File: src/sv/assert_macros.svh
// Assertion macros used by the formatter core.
`ifndef ASSERT_MACROS_SVH
`define ASSERT_MACROS_SVH

`ifndef NO_ASSERTIONS
`define ITOA_ASSERT_IMP(label, clk, rst_n, ante, cons) \
  label: assert property (@(posedge clk) disable iff (!rst_n) (ante) |-> (cons)) \
    else $error("assertion failed");
`define ITOA_ASSERT_NEXT(label, clk, rst_n, ante, cons) \
  label: assert property (@(posedge clk) disable iff (!rst_n) (ante) |=> (cons)) \
    else $error("assertion failed");
`else
`define ITOA_ASSERT_IMP(label, clk, rst_n, ante, cons)
`define ITOA_ASSERT_NEXT(label, clk, rst_n, ante, cons)
`endif

`endif

File: src/sv/itoa_pkg.sv
// Shared types, constants and helpers of the integer to ASCII formatter.
`default_nettype none
package itoa_pkg;

  localparam int VALUE_W    = 32;
  localparam int BCD_DIGITS = 10;
  localparam int BCD_W      = 4 * BCD_DIGITS;
  localparam int HEX_DIGITS = VALUE_W / 4;
  localparam int CNT_W      = 4;
  localparam int PAD_W      = 6;
  localparam int SHIFT_W    = 6;
  localparam int CHAR_W     = 8;

  localparam logic [SHIFT_W-1:0] SHIFT_STEPS  = 6'd32;
  localparam logic [PAD_W-1:0]   MAX_HEX_BODY = 6'd62;

  localparam logic OP_DEC = 1'b0;
  localparam logic OP_HEX = 1'b1;

  localparam int FMT_SIGN_BIT   = 0;
  localparam int FMT_PREFIX_BIT = 1;
  localparam int FMT_ZPAD_BIT   = 2;

  localparam logic [CHAR_W-1:0] ASCII_0     = 8'h30;
  localparam logic [CHAR_W-1:0] ASCII_MINUS = 8'h2d;
  localparam logic [CHAR_W-1:0] ASCII_PLUS  = 8'h2b;
  localparam logic [CHAR_W-1:0] ASCII_LX    = 8'h78;
  localparam logic [CHAR_W-1:0] ASCII_UX    = 8'h58;
  localparam logic [CHAR_W-1:0] ASCII_LA    = 8'h61;
  localparam logic [CHAR_W-1:0] ASCII_UA    = 8'h41;

  typedef logic [1:0] char_sel_t;
  localparam char_sel_t SEL_SIGN  = 2'd0;
  localparam char_sel_t SEL_ZERO  = 2'd1;
  localparam char_sel_t SEL_X     = 2'd2;
  localparam char_sel_t SEL_DIGIT = 2'd3;

  typedef struct packed {
    logic      load;
    logic      conv_step;
    logic      load_dec_cnt;
    logic      emit;
    char_sel_t sel;
    logic      cnt_dec;
    logic      pad_dec;
  } itoa_cmd_t;

  typedef struct packed {
    logic shift_done;
    logic slot_free;
    logic sign_char;
    logic pad_nz;
    logic pad_one;
    logic cnt_zero;
  } itoa_sts_t;

  function automatic logic [CHAR_W-1:0] digit_char(input logic [3:0] d, input logic upper);
    logic [CHAR_W-1:0] base;
    base = upper ? ASCII_UA : ASCII_LA;
    if (d < 4'd10) begin
      digit_char = ASCII_0 + {4'b0000, d};
    end else begin
      digit_char = base + {4'b0000, d} - 8'd10;
    end
  endfunction

endpackage
`default_nettype wire

File: src/sv/itoa_in_if.sv
// Request channel carrying one number and its format settings.
`default_nettype none
interface itoa_in_if;
  logic       valid;
  logic       ready;
  logic       operation;
  logic [31:0] value;
  logic [2:0] format_flags;
  logic       upper_case;
  logic [5:0] pad_width;

  modport source (output valid, operation, value, format_flags, upper_case, pad_width,
                  input ready);
  modport sink (input valid, operation, value, format_flags, upper_case, pad_width,
                output ready);
endinterface
`default_nettype wire

File: src/sv/itoa_out_if.sv
// Result channel carrying one ASCII character and an end marker.
`default_nettype none
interface itoa_out_if;
  logic       valid;
  logic       ready;
  logic [7:0] out_char;
  logic       last;

  modport source (output valid, out_char, last, input ready);
  modport sink (input valid, out_char, last, output ready);
endinterface
`default_nettype wire

File: src/sv/integer_to_ascii_formatter_core.sv
// Decimal: after the load the BCD shift loop runs, then a last conversion step picks the
// top digit; the optional sign and the digits then enter the output register, one per cycle
// while the output is not stalled. Hex: the optional 0x prefix, zero padding and digits
// follow, one per cycle while not stalled; passing the padding state with no pad to emit
// gives no character. One request at a time: a new one is taken only in idle, after the last
// digit. Synchronous active-low reset clears the controller state, shift counter and output valid.
`default_nettype none
`include "assert_macros.svh"
module integer_to_ascii_formatter_core import itoa_pkg::*; (
  input  wire logic  clk,
  input  wire logic  rst_n,
  itoa_in_if.sink    in_if,
  itoa_out_if.source out_if
);

  itoa_cmd_t cmd;
  itoa_sts_t sts;
  logic      in_ready;

  assign in_if.ready = in_ready;

  itoa_ctrl u_ctrl (
    .clk          (clk),
    .rst_n        (rst_n),
    .in_valid     (in_if.valid),
    .in_operation (in_if.operation),
    .in_hash      (in_if.format_flags[FMT_PREFIX_BIT]),
    .in_ready     (in_ready),
    .sts          (sts),
    .cmd          (cmd)
  );

  itoa_dp u_dp (
    .clk             (clk),
    .rst_n           (rst_n),
    .in_operation    (in_if.operation),
    .in_value        (in_if.value),
    .in_format_flags (in_if.format_flags),
    .in_upper_case   (in_if.upper_case),
    .in_pad_width    (in_if.pad_width),
    .cmd             (cmd),
    .sts             (sts),
    .out_if          (out_if)
  );

  `ITOA_ASSERT_NEXT(a_busy_after_request, clk, rst_n, in_if.valid && in_ready, !in_ready)
  `ITOA_ASSERT_IMP(a_emit_needs_slot, clk, rst_n, cmd.emit, sts.slot_free)
  `ITOA_ASSERT_IMP(a_step_before_done, clk, rst_n, cmd.conv_step, !sts.shift_done)
  `ITOA_ASSERT_IMP(a_load_only_idle, clk, rst_n, cmd.load, in_ready && !cmd.emit)

endmodule
`default_nettype wire

File: src/sv/itoa_dp.sv
// Datapath: binary to BCD shifter, digit counters and the output register.
`default_nettype none
module itoa_dp import itoa_pkg::*; (
  input  wire logic            clk,
  input  wire logic            rst_n,
  input  wire logic            in_operation,
  input  wire logic [31:0]     in_value,
  input  wire logic [2:0]      in_format_flags,
  input  wire logic            in_upper_case,
  input  wire logic [5:0]      in_pad_width,
  input  wire itoa_cmd_t       cmd,
  output itoa_sts_t            sts,
  itoa_out_if.source           out_if
);

  logic                op_r, upper_r, neg_r, plus_r;
  logic [VALUE_W-1:0]  value_r;
  logic [BCD_W-1:0]    bcd_r;
  logic [SHIFT_W-1:0]  shift_cnt_r;
  logic [CNT_W-1:0]    cnt_r;
  logic [PAD_W-1:0]    pad_cnt_r;
  logic                out_valid_r, out_valid_nxt;
  logic [CHAR_W-1:0]   out_char_r, out_char_nxt;
  logic                out_last_r;

  logic [BCD_W-1:0]    bcd_adj;
  logic [CNT_W-1:0]    dec_top;
  logic [2:0]          hex_top;
  logic [PAD_W-1:0]    pad_lim, hex_digits;
  logic [3:0]          cur_digit;
  logic                in_neg;

  // add 3 to every BCD digit of five or more before the shift
  always_comb begin
    for (int i = 0; i < BCD_DIGITS; i++) begin
      bcd_adj[i*4 +: 4] = (bcd_r[i*4 +: 4] >= 4'd5) ? bcd_r[i*4 +: 4] + 4'd3
                                                     : bcd_r[i*4 +: 4];
    end
  end

  always_comb begin
    dec_top = '0;
    for (int i = 0; i < BCD_DIGITS; i++) begin
      if (bcd_r[i*4 +: 4] != 4'd0) dec_top = CNT_W'(i);
    end
  end

  always_comb begin
    hex_top = '0;
    for (int i = 0; i < HEX_DIGITS; i++) begin
      if (in_value[i*4 +: 4] != 4'd0) hex_top = 3'(i);
    end
  end

  assign pad_lim    = (in_pad_width > MAX_HEX_BODY) ? MAX_HEX_BODY : in_pad_width;
  assign hex_digits = {3'b000, hex_top} + 6'd1;
  assign in_neg     = (in_operation == OP_DEC) && in_value[VALUE_W-1];

  assign cur_digit = (op_r == OP_HEX) ? value_r[{cnt_r[2:0], 2'b00} +: 4]
                                      : bcd_r[{cnt_r, 2'b00} +: 4];

  always_comb begin
    case (cmd.sel)
      SEL_SIGN:  out_char_nxt = neg_r ? ASCII_MINUS : ASCII_PLUS;
      SEL_ZERO:  out_char_nxt = ASCII_0;
      SEL_X:     out_char_nxt = upper_r ? ASCII_UX : ASCII_LX;
      SEL_DIGIT: out_char_nxt = digit_char(cur_digit, upper_r && (op_r == OP_HEX));
      default:   out_char_nxt = ASCII_0;
    endcase
  end

  assign out_valid_nxt = cmd.emit || (out_valid_r && !out_if.ready);

  always_ff @(posedge clk) begin
    if (!rst_n) begin
      out_valid_r <= 1'b0;
      shift_cnt_r <= '0;
    end else begin
      out_valid_r <= out_valid_nxt;
      if (cmd.load) begin
        shift_cnt_r <= (in_operation == OP_DEC) ? SHIFT_STEPS : '0;
      end else if (cmd.conv_step) begin
        shift_cnt_r <= shift_cnt_r - 6'd1;
      end
    end
  end

  always_ff @(posedge clk) begin
    if (cmd.load) begin
      op_r    <= in_operation;
      upper_r <= in_upper_case;
      neg_r   <= in_neg;
      plus_r  <= in_format_flags[FMT_SIGN_BIT];
      value_r <= in_neg ? (32'd0 - in_value) : in_value;
      bcd_r   <= '0;
      cnt_r   <= {1'b0, hex_top};
      if ((in_operation == OP_HEX) && in_format_flags[FMT_ZPAD_BIT] && (pad_lim > hex_digits)) begin
        pad_cnt_r <= pad_lim - hex_digits;
      end else begin
        pad_cnt_r <= '0;
      end
    end else begin
      if (cmd.conv_step) begin
        bcd_r   <= {bcd_adj[BCD_W-2:0], value_r[VALUE_W-1]};
        value_r <= {value_r[VALUE_W-2:0], 1'b0};
      end
      if (cmd.load_dec_cnt) begin
        cnt_r <= dec_top;
      end else if (cmd.cnt_dec) begin
        cnt_r <= cnt_r - 4'd1;
      end
      if (cmd.pad_dec) pad_cnt_r <= pad_cnt_r - 6'd1;
    end
    if (cmd.emit) begin
      out_char_r <= out_char_nxt;
      out_last_r <= (cmd.sel == SEL_DIGIT) && (cnt_r == '0);
    end
  end

  assign sts.shift_done = (shift_cnt_r == '0);
  assign sts.slot_free  = !out_valid_r || out_if.ready;
  assign sts.sign_char  = neg_r || plus_r;
  assign sts.pad_nz     = (pad_cnt_r != '0);
  assign sts.pad_one    = (pad_cnt_r == 6'd1);
  assign sts.cnt_zero   = (cnt_r == '0);

  assign out_if.valid    = out_valid_r;
  assign out_if.out_char = out_char_r;
  assign out_if.last     = out_last_r;

endmodule
`default_nettype wire

File: src/sv/itoa_ctrl.sv
// Controller: sequences conversion, sign, prefix, padding and digit output.
`default_nettype none
module itoa_ctrl import itoa_pkg::*; (
  input  wire logic      clk,
  input  wire logic      rst_n,
  input  wire logic      in_valid,
  input  wire logic      in_operation,
  input  wire logic      in_hash,
  output logic           in_ready,
  input  wire itoa_sts_t sts,
  output itoa_cmd_t      cmd
);

  localparam logic [2:0] S_IDLE = 3'd0;
  localparam logic [2:0] S_CONV = 3'd1;
  localparam logic [2:0] S_SIGN = 3'd2;
  localparam logic [2:0] S_PFX0 = 3'd3;
  localparam logic [2:0] S_PFXX = 3'd4;
  localparam logic [2:0] S_PAD  = 3'd5;
  localparam logic [2:0] S_DIG  = 3'd6;

  logic [2:0] state_r, state_nxt;

  always_comb begin
    state_nxt = state_r;
    cmd       = '0;
    cmd.sel   = SEL_DIGIT;
    in_ready  = 1'b0;
    case (state_r)
      S_IDLE: begin
        in_ready = 1'b1;
        if (in_valid) begin
          cmd.load = 1'b1;
          if (in_operation == OP_DEC) begin
            state_nxt = S_CONV;
          end else begin
            state_nxt = in_hash ? S_PFX0 : S_PAD;
          end
        end
      end
      S_CONV: begin
        if (sts.shift_done) begin
          cmd.load_dec_cnt = 1'b1;
          state_nxt = sts.sign_char ? S_SIGN : S_DIG;
        end else begin
          cmd.conv_step = 1'b1;
        end
      end
      S_SIGN: begin
        cmd.sel = SEL_SIGN;
        if (sts.slot_free) begin
          cmd.emit  = 1'b1;
          state_nxt = S_DIG;
        end
      end
      S_PFX0: begin
        cmd.sel = SEL_ZERO;
        if (sts.slot_free) begin
          cmd.emit  = 1'b1;
          state_nxt = S_PFXX;
        end
      end
      S_PFXX: begin
        cmd.sel = SEL_X;
        if (sts.slot_free) begin
          cmd.emit  = 1'b1;
          state_nxt = S_PAD;
        end
      end
      S_PAD: begin
        cmd.sel = SEL_ZERO;
        if (!sts.pad_nz) begin
          state_nxt = S_DIG;
        end else if (sts.slot_free) begin
          cmd.emit    = 1'b1;
          cmd.pad_dec = 1'b1;
          if (sts.pad_one) state_nxt = S_DIG;
        end
      end
      S_DIG: begin
        cmd.sel = SEL_DIGIT;
        if (sts.slot_free) begin
          cmd.emit = 1'b1;
          if (sts.cnt_zero) begin
            state_nxt = S_IDLE;
          end else begin
            cmd.cnt_dec = 1'b1;
          end
        end
      end
      default: state_nxt = S_IDLE;
    endcase
  end

  always_ff @(posedge clk) begin
    if (!rst_n) begin
      state_r <= S_IDLE;
    end else begin
      state_r <= state_nxt;
    end
  end

endmodule
`default_nettype wire
File: src/flat_wrapper.sv
// flat-port wrapper written by rule: the top's interface ports become plain ports
module integer_to_ascii_formatter_core_flat import itoa_pkg::*;
  (clk, rst_n, in_if_valid, in_if_operation, in_if_value, in_if_format_flags, in_if_upper_case, in_if_pad_width, in_if_ready, out_if_valid, out_if_out_char, out_if_last, out_if_ready);
  itoa_in_if in_if_i ();
  itoa_out_if out_if_i ();
  input  wire logic clk;
  input  wire logic rst_n;
  input wire logic [$bits(in_if_i.valid)-1:0] in_if_valid;
  input wire logic [$bits(in_if_i.operation)-1:0] in_if_operation;
  input wire logic [$bits(in_if_i.value)-1:0] in_if_value;
  input wire logic [$bits(in_if_i.format_flags)-1:0] in_if_format_flags;
  input wire logic [$bits(in_if_i.upper_case)-1:0] in_if_upper_case;
  input wire logic [$bits(in_if_i.pad_width)-1:0] in_if_pad_width;
  output wire logic [$bits(in_if_i.ready)-1:0] in_if_ready;
  output wire logic [$bits(out_if_i.valid)-1:0] out_if_valid;
  output wire logic [$bits(out_if_i.out_char)-1:0] out_if_out_char;
  output wire logic [$bits(out_if_i.last)-1:0] out_if_last;
  input wire logic [$bits(out_if_i.ready)-1:0] out_if_ready;
  assign in_if_i.valid = in_if_valid;
  assign in_if_i.operation = in_if_operation;
  assign in_if_i.value = in_if_value;
  assign in_if_i.format_flags = in_if_format_flags;
  assign in_if_i.upper_case = in_if_upper_case;
  assign in_if_i.pad_width = in_if_pad_width;
  assign in_if_ready = in_if_i.ready;
  assign out_if_valid = out_if_i.valid;
  assign out_if_out_char = out_if_i.out_char;
  assign out_if_last = out_if_i.last;
  assign out_if_i.ready = out_if_ready;
  integer_to_ascii_formatter_core u_core (.clk(clk), .rst_n(rst_n), .in_if(in_if_i), .out_if(out_if_i));
endmodule
File: config.mk
export PLATFORM = sky130hd
export DESIGN_NAME = integer_to_ascii_formatter_core_flat
export DESIGN_NICKNAME = d
export VERILOG_FILES = /design/src/sv/itoa_pkg.sv /design/src/sv/itoa_in_if.sv /design/src/sv/itoa_out_if.sv /design/src/sv/integer_to_ascii_formatter_core.sv /design/src/sv/itoa_dp.sv /design/src/sv/itoa_ctrl.sv /design/src/flat_wrapper.sv
export VERILOG_INCLUDE_DIRS = /design/src /design/src/sv
export SDC_FILE = /design/constraint.sdc
export NUM_CORES = 1
export LEC_CHECK = 0
export BUFFER_PORTS_ARGS = -buffer_cell sky130_fd_sc_hd__buf_2
export CORE_ASPECT_RATIO = 2
export CORE_MARGIN = 5
export CORE_UTILIZATION = 49
export CTS_CLUSTER_DIAMETER = 40
export CTS_CLUSTER_SIZE = 30
export DETAILED_ROUTE_END_ITERATION = 8
export GPL_TIMING_DRIVEN = 1
export PLACE_DENSITY = 0.7
export REMOVE_ABC_BUFFERS = 1
export SLEW_MARGIN = 10
export SYNTH_ARGS = -nofsm -noshare
export SYNTH_HDL_FRONTEND = slang
export SYNTH_SLANG_ARGS = --single-unit
File: constraint.sdc
create_clock -name clk -period 3.1 [get_ports clk]
set_input_delay 0 -clock clk [delete_from_list [all_inputs] [get_ports clk]]
set_output_delay 0 -clock clk [all_outputs]
set_load 0.02 [all_outputs]
== Word-level counts from Yosys, hierarchy flattened ==
Cells that the tools add are included.
Word-level totals
  register bits: 105
  output and inout port bits: 11
  logic and storage cells: 177
Cells by class
  add/subtract/negate cells: 19
  order comparisons: 13
  equality and inequality tests: 19
  shift operators: 2
  muxes and demuxes: 72
  bitwise logic cells: 1
  reductions and logical operators: 37
Operators by type and width (count)
  $mux 32: 3
  $mux 4: 20
  $mux 3: 22
  $reduce_bool 4->1: 16
  $mux 6: 9
  $ge 4x3->1 const B: 10
  $shiftx 40x7->4: 1
  $add 4x2->4 const B: 9
  $pmux 8 s4: 1
  $shiftx 32x6->4: 1
  $sub 1x32->32 const A: 1
  $pmux 3 s7: 1
  $pmux 3 s5: 1
  $mux 1: 13
  $ne 2x1->1 const B: 6
  $sub 6x1->6 const B: 2
  $eq 3x3->1 const B: 3
  $reduce_and 9->1: 1
  $add 7x4->8: 1
  $mux 8: 1
  $sub 8x4->8 const B: 1
  $add 6x4->7 const A: 1
  $eq 3x2->1 const B: 2
  $eq 6x1->1 const B: 1
  other kinds (24): 36

== Longest topological paths before layout ==
Gate-level depths: netlist (run 1).
  word-level depth: 13
  depth in mapped cells: 14
  gate-level depth less buffers: 14

== Cells and area by module ==
A second synthesis (run 1) with hierarchy kept.
Unflattened totals
  cell total of the unflattened synthesis: 793
  area, all modules: 7066.8 sq um
By module, submodules not included
  itoa_dp: times used 1, cells each 740, area an instance 6686.4 sq um
  itoa_ctrl: times used 1, cells each 53, area an instance 380.4 sq um

== Worst setup path after synthesis (run 1) ==
No wires, ideal clock.
  path kind: input to register
  from: in in_if_value[4]
  to: reg u_core.u_dp.pad_cnt_r[2] (data pin)
  library setup time: 0.272 ns
  arrival: 2.646 ns
  required time: 2.828 ns
  slack: 0.182 ns
  stages: 13
  path buffers: 0
  path through: nor4_4 -> o21a_1 -> o21ai_0 -> a211o_1 -> ha_1 -> inv_1 -> fa_1 -> a21o_1 -> a21oi_1 -> a41oi_1 -> or3_1 -> nand4_1 -> o22ai_1
On the way
  word-level cells in the longest chain between the ends: 13
  elaborated cells between the ends (all ways): 14
RTL lines
  start, declared: line flat_wrapper.sv:10  | input wire logic [$bits(in_if_i.value)-1:0] in_if_value;
  $reduce_bool 4->1 *: line itoa_dp.sv:51  | if (in_value[i*4 +: 4] != 4'd0) hex_top = 3'(i);
  $mux 1 *: line itoa_dp.sv:51
  $mux 3 * (6 in series): line itoa_dp.sv:51
  $add 3x1->4 *: line itoa_dp.sv:56  | assign hex_digits = {3'b000, hex_top} + 6'd1;
  $gt 6x4->1: line itoa_dp.sv:97  | if ((in_operation == OP_HEX) && in_format_flags[FMT_ZPAD_BIT] && (pad_lim > hex_digits)) begin
  $logic_and 1x1->1: line itoa_dp.sv:97
  $mux 6 *: line itoa_dp.sv:97
  $mux 6 *: line itoa_dp.sv:89  | if (cmd.load) begin
  end signal, assigned: line itoa_dp.sv:98  | pad_cnt_r <= pad_lim - hex_digits;
  end signal, assigned: line itoa_dp.sv:112  | if (cmd.pad_dec) pad_cnt_r <= pad_cnt_r - 6'd1;
  end, declared: line itoa_dp.sv:21  | logic [PAD_W-1:0] pad_cnt_r;
Mark *: on every way between the ends. The rest lies on a longest branch, timed or not.
A chain may end at the register's enable or synchronous reset.

== Worst setup path after layout (run 1) ==
  from: in in_if_value[8]
  to: reg u_core.u_dp.pad_cnt_r[1] (data pin)
On the way
  word-level cells in the longest chain between the ends: 12
  elaborated cells between the ends (all ways): 13
RTL lines (line)
  $reduce_bool 4->1 *: itoa_dp.sv:51
  $mux 3 * (6 in series): itoa_dp.sv:51
  $add 3x1->4 *: itoa_dp.sv:56
  $gt 6x4->1: itoa_dp.sv:97
  $logic_and 1x1->1: itoa_dp.sv:97
  $mux 6 *: itoa_dp.sv:97
  $mux 6 *: itoa_dp.sv:89
Marked as above.

==> run_results.csv, run 1 <==
group,metric,value,unit
outcome,status,"complete, no violations",
power_and_ir_drop,vdd_drop_max,477,uV
timing,tightest_slew,0.687,ns
setup_path,crit_path_max_fanout,6,
placed_design,dp_hpwl,13400,um
yosys,yosysMostFrequentCell,"o21ai_0",
global_route,grt_max_degree,102,
yosys,synth_cell_types,65,
detailed_routing,via_per_inst,5.89,
timing,slew_headroom,54.0,%
timing,fin_crit_sh,94.7,%
yosys,synth_top_area_share,23.0,%
setup_path,arrival,3.03,ns
global_route,grt_pass1_vias,6141,
detailed_routing,drt_first_pass_iters,7,
setup_path,worstPathRequired,3.19,ns
power_and_ir_drop,powerDensity,834,nW/um^2
yosys,seq_area_frac_synth,37.7,%
detailed_routing,wl_per_cell,16.8,um
timing,slew_viol_final,0,
placed_design,portBuffers,56,
clock_tree,cts_root_buf,"clkbuf_16",
yosys,ys_top_cells_by_count,"o21ai_0, nand2_1, nor2_1",
setup_path,critPathKind,"in -> reg",
die,rows,61,
detailed_routing,drc_errors,0,
yosys,ys_ff_latch,104,
detailed_routing,via_count,6174,
die,start_util,49.9,%
cells_and_area,final_area,7980,um^2
die,dieWidth,94.1,um
yosys,syn_avg_cell_area,8.80,um^2
yosys,synth_top_area_cell,"edfxtp_1",
detailed_routing,drt_iter0_drc,345,
timing,worst_slack,0.163,ns
cells_and_area,n_antenna_cell,0,
clock_tree,cts.path.max_buffers,2,
timing,fin_skew,0.00701,ns
die,core,13900,um^2
die,die_area,16800,um^2
detailed_routing,wirelength,17700,um
global_route,use_met3,3.25,%
power_and_ir_drop,power,6.65,mW
clock_tree,numCtsBuffers,9,
die,pin_count,58,
global_route,grtUsageMet1,22.2,%
cells_and_area,final_core_util,57.4,%
placed_design,placed_area,7620,um^2
yosys,synthFlopType,"edfxtp_1",
global_route,grt_use_total,21.5,%
setup_path,worstSetupStartpointType,"input port",
worst_hold_path,min_path_type,"in -> reg",
clock_tree,cts_tree,"yes",
timing,setup_violations,0,
yosys,async_flop_share,0,%
die,chipHeight,178,um
timing,whs,0.0365,ns
global_route,grt_use_met2,39.7,%
placed_design,globalplace.congestion,0.885,
global_route,grt-busiest-layer,"met2",
placed_design,dpl_worst_slack,-0.283,ns
global_route,gr-total-overflow,0,
global_route,grt_first_pass_wirelength,28500,um
power_and_ir_drop,leakage,3.04,nW
timing,max_freq,0.341,GHz
global_route,grt_antenna_before_repair,0,
yosys,synth_edf_count,53,
yosys,synth_area_leaders,"edfxtp_1, dfxtp_1, o21ai_0, ha_1, xnor2_1",
clock_tree,clk_latency,0.35,ns
cells_and_area,area_growth,15.2,%
clock_tree,cts.sinks,104,
clock_tree,clkTransAtPathRegs,0.07,ns
timing,min_period,2.94,ns
setup_path,endpoint_kind,"flip-flop",
detailed_routing,ant_nets,0,
clock_tree,cts_setup_buffers,0,
yosys,synth_cells,787,
cells_and_area,fin_nets,934,
timing,finalHoldViolations,0,
yosys,netlist_area,6930,um^2
run,maxCapViolations,0,
clock_tree,htreeDepth,3,
yosys,yosys_warnings,0,
cells_and_area,drive_above_1_share,17.2,%
[power breakdown]
| part | switching [mW] | leakage [nW] | internal, mW |
|---|---|---|---|
| sequential | 0.374 | 0.917 | 2.15 |
| combinational | 1.79 | 1.99 | 1.17 |
| clock | 0.538 | 0.135 | 0.632 |
| total | 2.70 | 3.04 | 3.95 |
[what timing repair did]
action / in CTS / in global routing
hold endpoints to repair: 9 / 0
gates resized for setup: 0 / 4
hold buffers: 4 / 0
setup endpoints to repair: 0 / 6
[worst paths after layout]
kind	start	endpoint	slack (ns)	depth (start not counted)
max	in_if_value[8]	u_core.u_dp.pad_cnt_r[1]	0.16	14
min	in_if_value[0]	u_core.u_dp.value_r[0]	0.04	3
max reg2reg	u_core.u_dp.cnt_r[0]	u_core.u_dp.out_if.out_char[6]	0.34	9
min reg2reg	u_core.u_dp.bcd_r[36]	u_core.u_dp.bcd_r[36]	0.53	2
[routing by layer]
| layer | up-vias | wire, um |
|---|---|---|
| li1 | 2983 | - |
| met2 | 191 | 9730 |
| met1 | 2931 | 6300 |
| met5 | - | 0 |
| met3 | 69 | 683 |
| met4 | 0 | 956 |
[placed cells by master, fill, tap and decap left out, drive strengths merged, types with 16 or more instances in the layout]
cell	netlist	layout
nor3b	19	19
ha	31	31
xnor2	37	37
o21ai	92	92
dfxtp	51	51
nand2b	16	16
a21oi	55	55
inv	38	40
buf	12	97
nand2	73	73
nor2	62	62
nand3	47	47
xor2	19	19
edfxtp	53	53
[state kept, by name, summed over array words and instances (netlist names), 3 cells and up]
name,flops
u_core.u_ctrl.state_r,3
u_core.u_dp.bcd_r,40
u_core.u_dp.cnt_r,4
u_core.u_dp.out_if.out_char,7
u_core.u_dp.pad_cnt_r,6
u_core.u_dp.shift_cnt_r,6
u_core.u_dp.value_r,32
[through the flow]
stage	std cells	setup TNS [ns]
floorplan	743	-48.53
detailed placement	1029	-1.67
global placement	1029	-0.924
finish	1049	0
global route	1049	-0.00614
CTS	1049	0
[area by class of cell]
cell class                 count  area [um^2]
tap                          189          236
timing repair buffer         101          666
clock buffer                   9          225
sequential                   104         2610
multi-input combinational    600         4010
clock inverter                 7         77.6
fill                        1237         5910
inverter                      39          146
[worst max-delay path, cell delays in order]
cell	delay, ns
buf_2	0.10
or4_4	0.56
o21a_1	0.20
o21ai_1	0.24
a211o_1	0.22
ha_1	0.14
inv_1	0.07
fa_1	0.44
a21o_1	0.19
a21oi_2	0.15
a41oi_1	0.05
or3_1	0.32
nand4_1	0.21
o22ai_1	0.13
[kinds of logic after synthesis]
logic type	Yosys count	synth area share, %
XOR/XNOR	56	7.08
buffers and inverters	83	4.73
adder cells (fa/ha/maj)	32	5.89
flip-flops	104	37.7
other	1	0.0541
multiplexers	31	6.77
AND/OR/NAND/NOR	265	19.6
AO/OA/AOI/OAI	215	18.1
No activity file was read; power rests on OpenSTA's default activity.
==> run 2, diff against run 1 <==
Settings changed: CORE_UTILIZATION 49 to 55, PLACE_DENSITY 0.7 to 0.83, RECOVER_POWER set to 50.
==> run 2 against run 1 <==
Register-to-register slack barely moved. Flip-flop and latch count did not move. Cell count fell by 3.3%. Sequential share of layout area rose by 0.24 points. Critical path type unchanged.
==> run_results.csv, run 2 (synthesized netlist as in run 1, its figures left out) <==
group,metric,value,unit
detailed_routing,wirelength,17100,um
cells_and_area,top_register,"u_core.u_dp.bcd_r",
power_and_ir_drop,vdd_drop_max,453,uV
global_route,grt_antenna_before_repair,0,
cells_and_area,n_antenna_cell,0,
worst_hold_path,min_from,"in_if_value[29]",
timing,setup_violations,0,
global_route,use_met3,3.46,%
power_and_ir_drop,power,6.72,mW
cells_and_area,area_growth,14.3,%
clock_tree,numCtsBuffers,9,
die,core,12500,um^2
global_route,grt_use_total,23.9,%
detailed_routing,via_per_inst,6.11,
placed_design,placed_area,7580,um^2
clock_tree,cts_tree,"yes",
cells_and_area,layout_common_cells,"o21ai_0, nand2_1, nor2_1",
placed_design,portBuffers,56,
cells_and_area,layout_commonest_cell,"o21ai_0",
cells_and_area,final_core_util,63.4,%
timing,finalHoldViolations,0,
timing,fin_crit_sh,92.4,%
setup_path,cpMostUsedCell,"ha_1",
timing,grt_setup_unrepaired,"false",
setup_path,startpoint,"in_if_value[8]",
timing,finalSetupTns,0,ns
global_route,grt_max_degree,51,
die,pin_count,58,
setup_path,arrival,2.94,ns
clock_tree,htreeDepth,3,
placed_design,dp_cells,994,
cells_and_area,drive_above_1_share,15.4,%
timing,slew_viol_final,0,
global_route,grt_first_pass_wirelength,28400,um
setup_path,cp_num_buf_inv,1,
setup_path,endpoint_kind,"flip-flop",
detailed_routing,drc_errors,0,
setup_path,worstPathRequired,3.17,ns
worst_hold_path,min_path_type,"in -> reg",
global_route,grt_pass1_vias,6136,
setup_path,r2r_start,"u_core.u_ctrl.state_r[1]",
clock_tree,cts_root_buf,"clkbuf_16",
die,rows,58,
die,die_area,15100,um^2
global_route,grt_use_met2,42.7,%
placed_design,globalplace.congestion,0.914,
clock_tree,clk_latency,0.35,ns
timing,max_freq,0.349,GHz
setup_path,critPathKind,"in -> reg",
setup_path,crit_chain,"buf_2 -> or4_4 -> nor3_1 -> o21ai_0 -> ha_1 -> xnor2_1 -> ha_1 -> a21o_1 -> a21oi_2 -> a41oi_1 -> or3_1 -> nand4_1 -> o22ai_1",
cells_and_area,final_area,7920,um^2
timing,worst_slack,0.235,ns
die,chipHeight,169,um
timing,slew_headroom,38.8,%
power_and_ir_drop,leakage,3.03,nW
cells_and_area,fillers,1021,
global_route,grtUsageMet1,25.2,%
clock_tree,cts.sinks,104,
detailed_routing,ant_nets,0,
timing,whs,0.0396,ns
cells_and_area,largest_reg_flops,40,
global_route,gr-total-overflow,0,
timing,tightest_slew,0.918,ns
setup_path,worstSetupStartpointType,"input port",
power_and_ir_drop,powerDensity,849,nW/um^2
detailed_routing,via_count,6191,
placed_design,dpl_worst_slack,-0.225,ns
die,dieWidth,89.4,um
clock_tree,cts.path.max_buffers,2,
detailed_routing,wl_per_cell,16.9,um
timing,fin_skew,0.0121,ns
detailed_routing,drt_first_pass_iters,6,
timing,min_period,2.86,ns
placed_design,dp_hpwl,12600,um
cells_and_area,fin_nets,938,
setup_path,cp_top_family,"simple AND/OR/NAND/NOR gates",
die,start_util,55.5,%
outcome,status,"complete, no violations",
setup_path,crit_path_max_fanout,6,
setup_path,cp_slowest_stage_delay,0.56,ns
cells_and_area,final_cells,1014,
detailed_routing,drt_iter0_drc,414,
global_route,grt-busiest-layer,"met2",
clock_tree,clkTransAtPathRegs,0.07,ns
setup_path,crit_slowest_cell,"or4_4",
run,maxCapViolations,0,
[run 2: cell count changes in the layout (fill, tap and decap cells not counted), moves of 2 or more]
cell,change
buf_12,-2
buf_2,-11
clkbuf_2,+2
bufinv_16,+2
o21ai_0,+3
clkinvlp_4,-4
clkbuf_1,+16
o21ai_1,-3
inv_6,-2
[run 2: worst min-delay path, stage by stage]
cell and delay (ns):
buf_2 0.10, xor2_1 0.07, o21ai_1 0.10
[run 2: area by class of cell]
type                       count  area, um^2  share of cell area (%)
sequential                   104        2610                    33.0
tap                          150         188                    2.37
timing repair buffer         105         637                    8.04
inverter                      39         146                    1.85
clock buffer                  10         229                    2.89
multi-input combinational    600        4000                    50.5
clock inverter                 6         108                    1.36
[run 2: worst paths after layout]
path	end	slack (ns)	cells after the start
setup / recovery	u_core.u_dp.pad_cnt_r[4]	0.24	13
hold / removal	u_core.u_dp.value_r[29]	0.04	3
setup reg to reg	u_core.u_dp.value_r[1]	0.33	5
hold reg to reg	u_core.u_dp.bcd_r[36]	0.52	2
[run 2: timing repair]
item,4_1_cts,5_1_grt
buffers inserted,0,0
hold buffers,4,0
hold endpoints to repair,9,0
setup endpoints to repair,0,8
resized for setup,0,4
[run 2: report_power, final]
| group | internal [mW] | switching [mW] | total, mW |
|---|---|---|---|
| clock | 0.787 | 0.499 | 1.29 |
| combinational | 1.09 | 1.81 | 2.90 |
| sequential | 2.15 | 0.387 | 2.54 |
[run 2: metal layers]
metal / up-vias / wire length (um)
li1: 2991 / -
met2: 213 / 9400
met3: 64 / 669
met1: 2923 / 6100
met5: - / 0
met4: 0 / 979
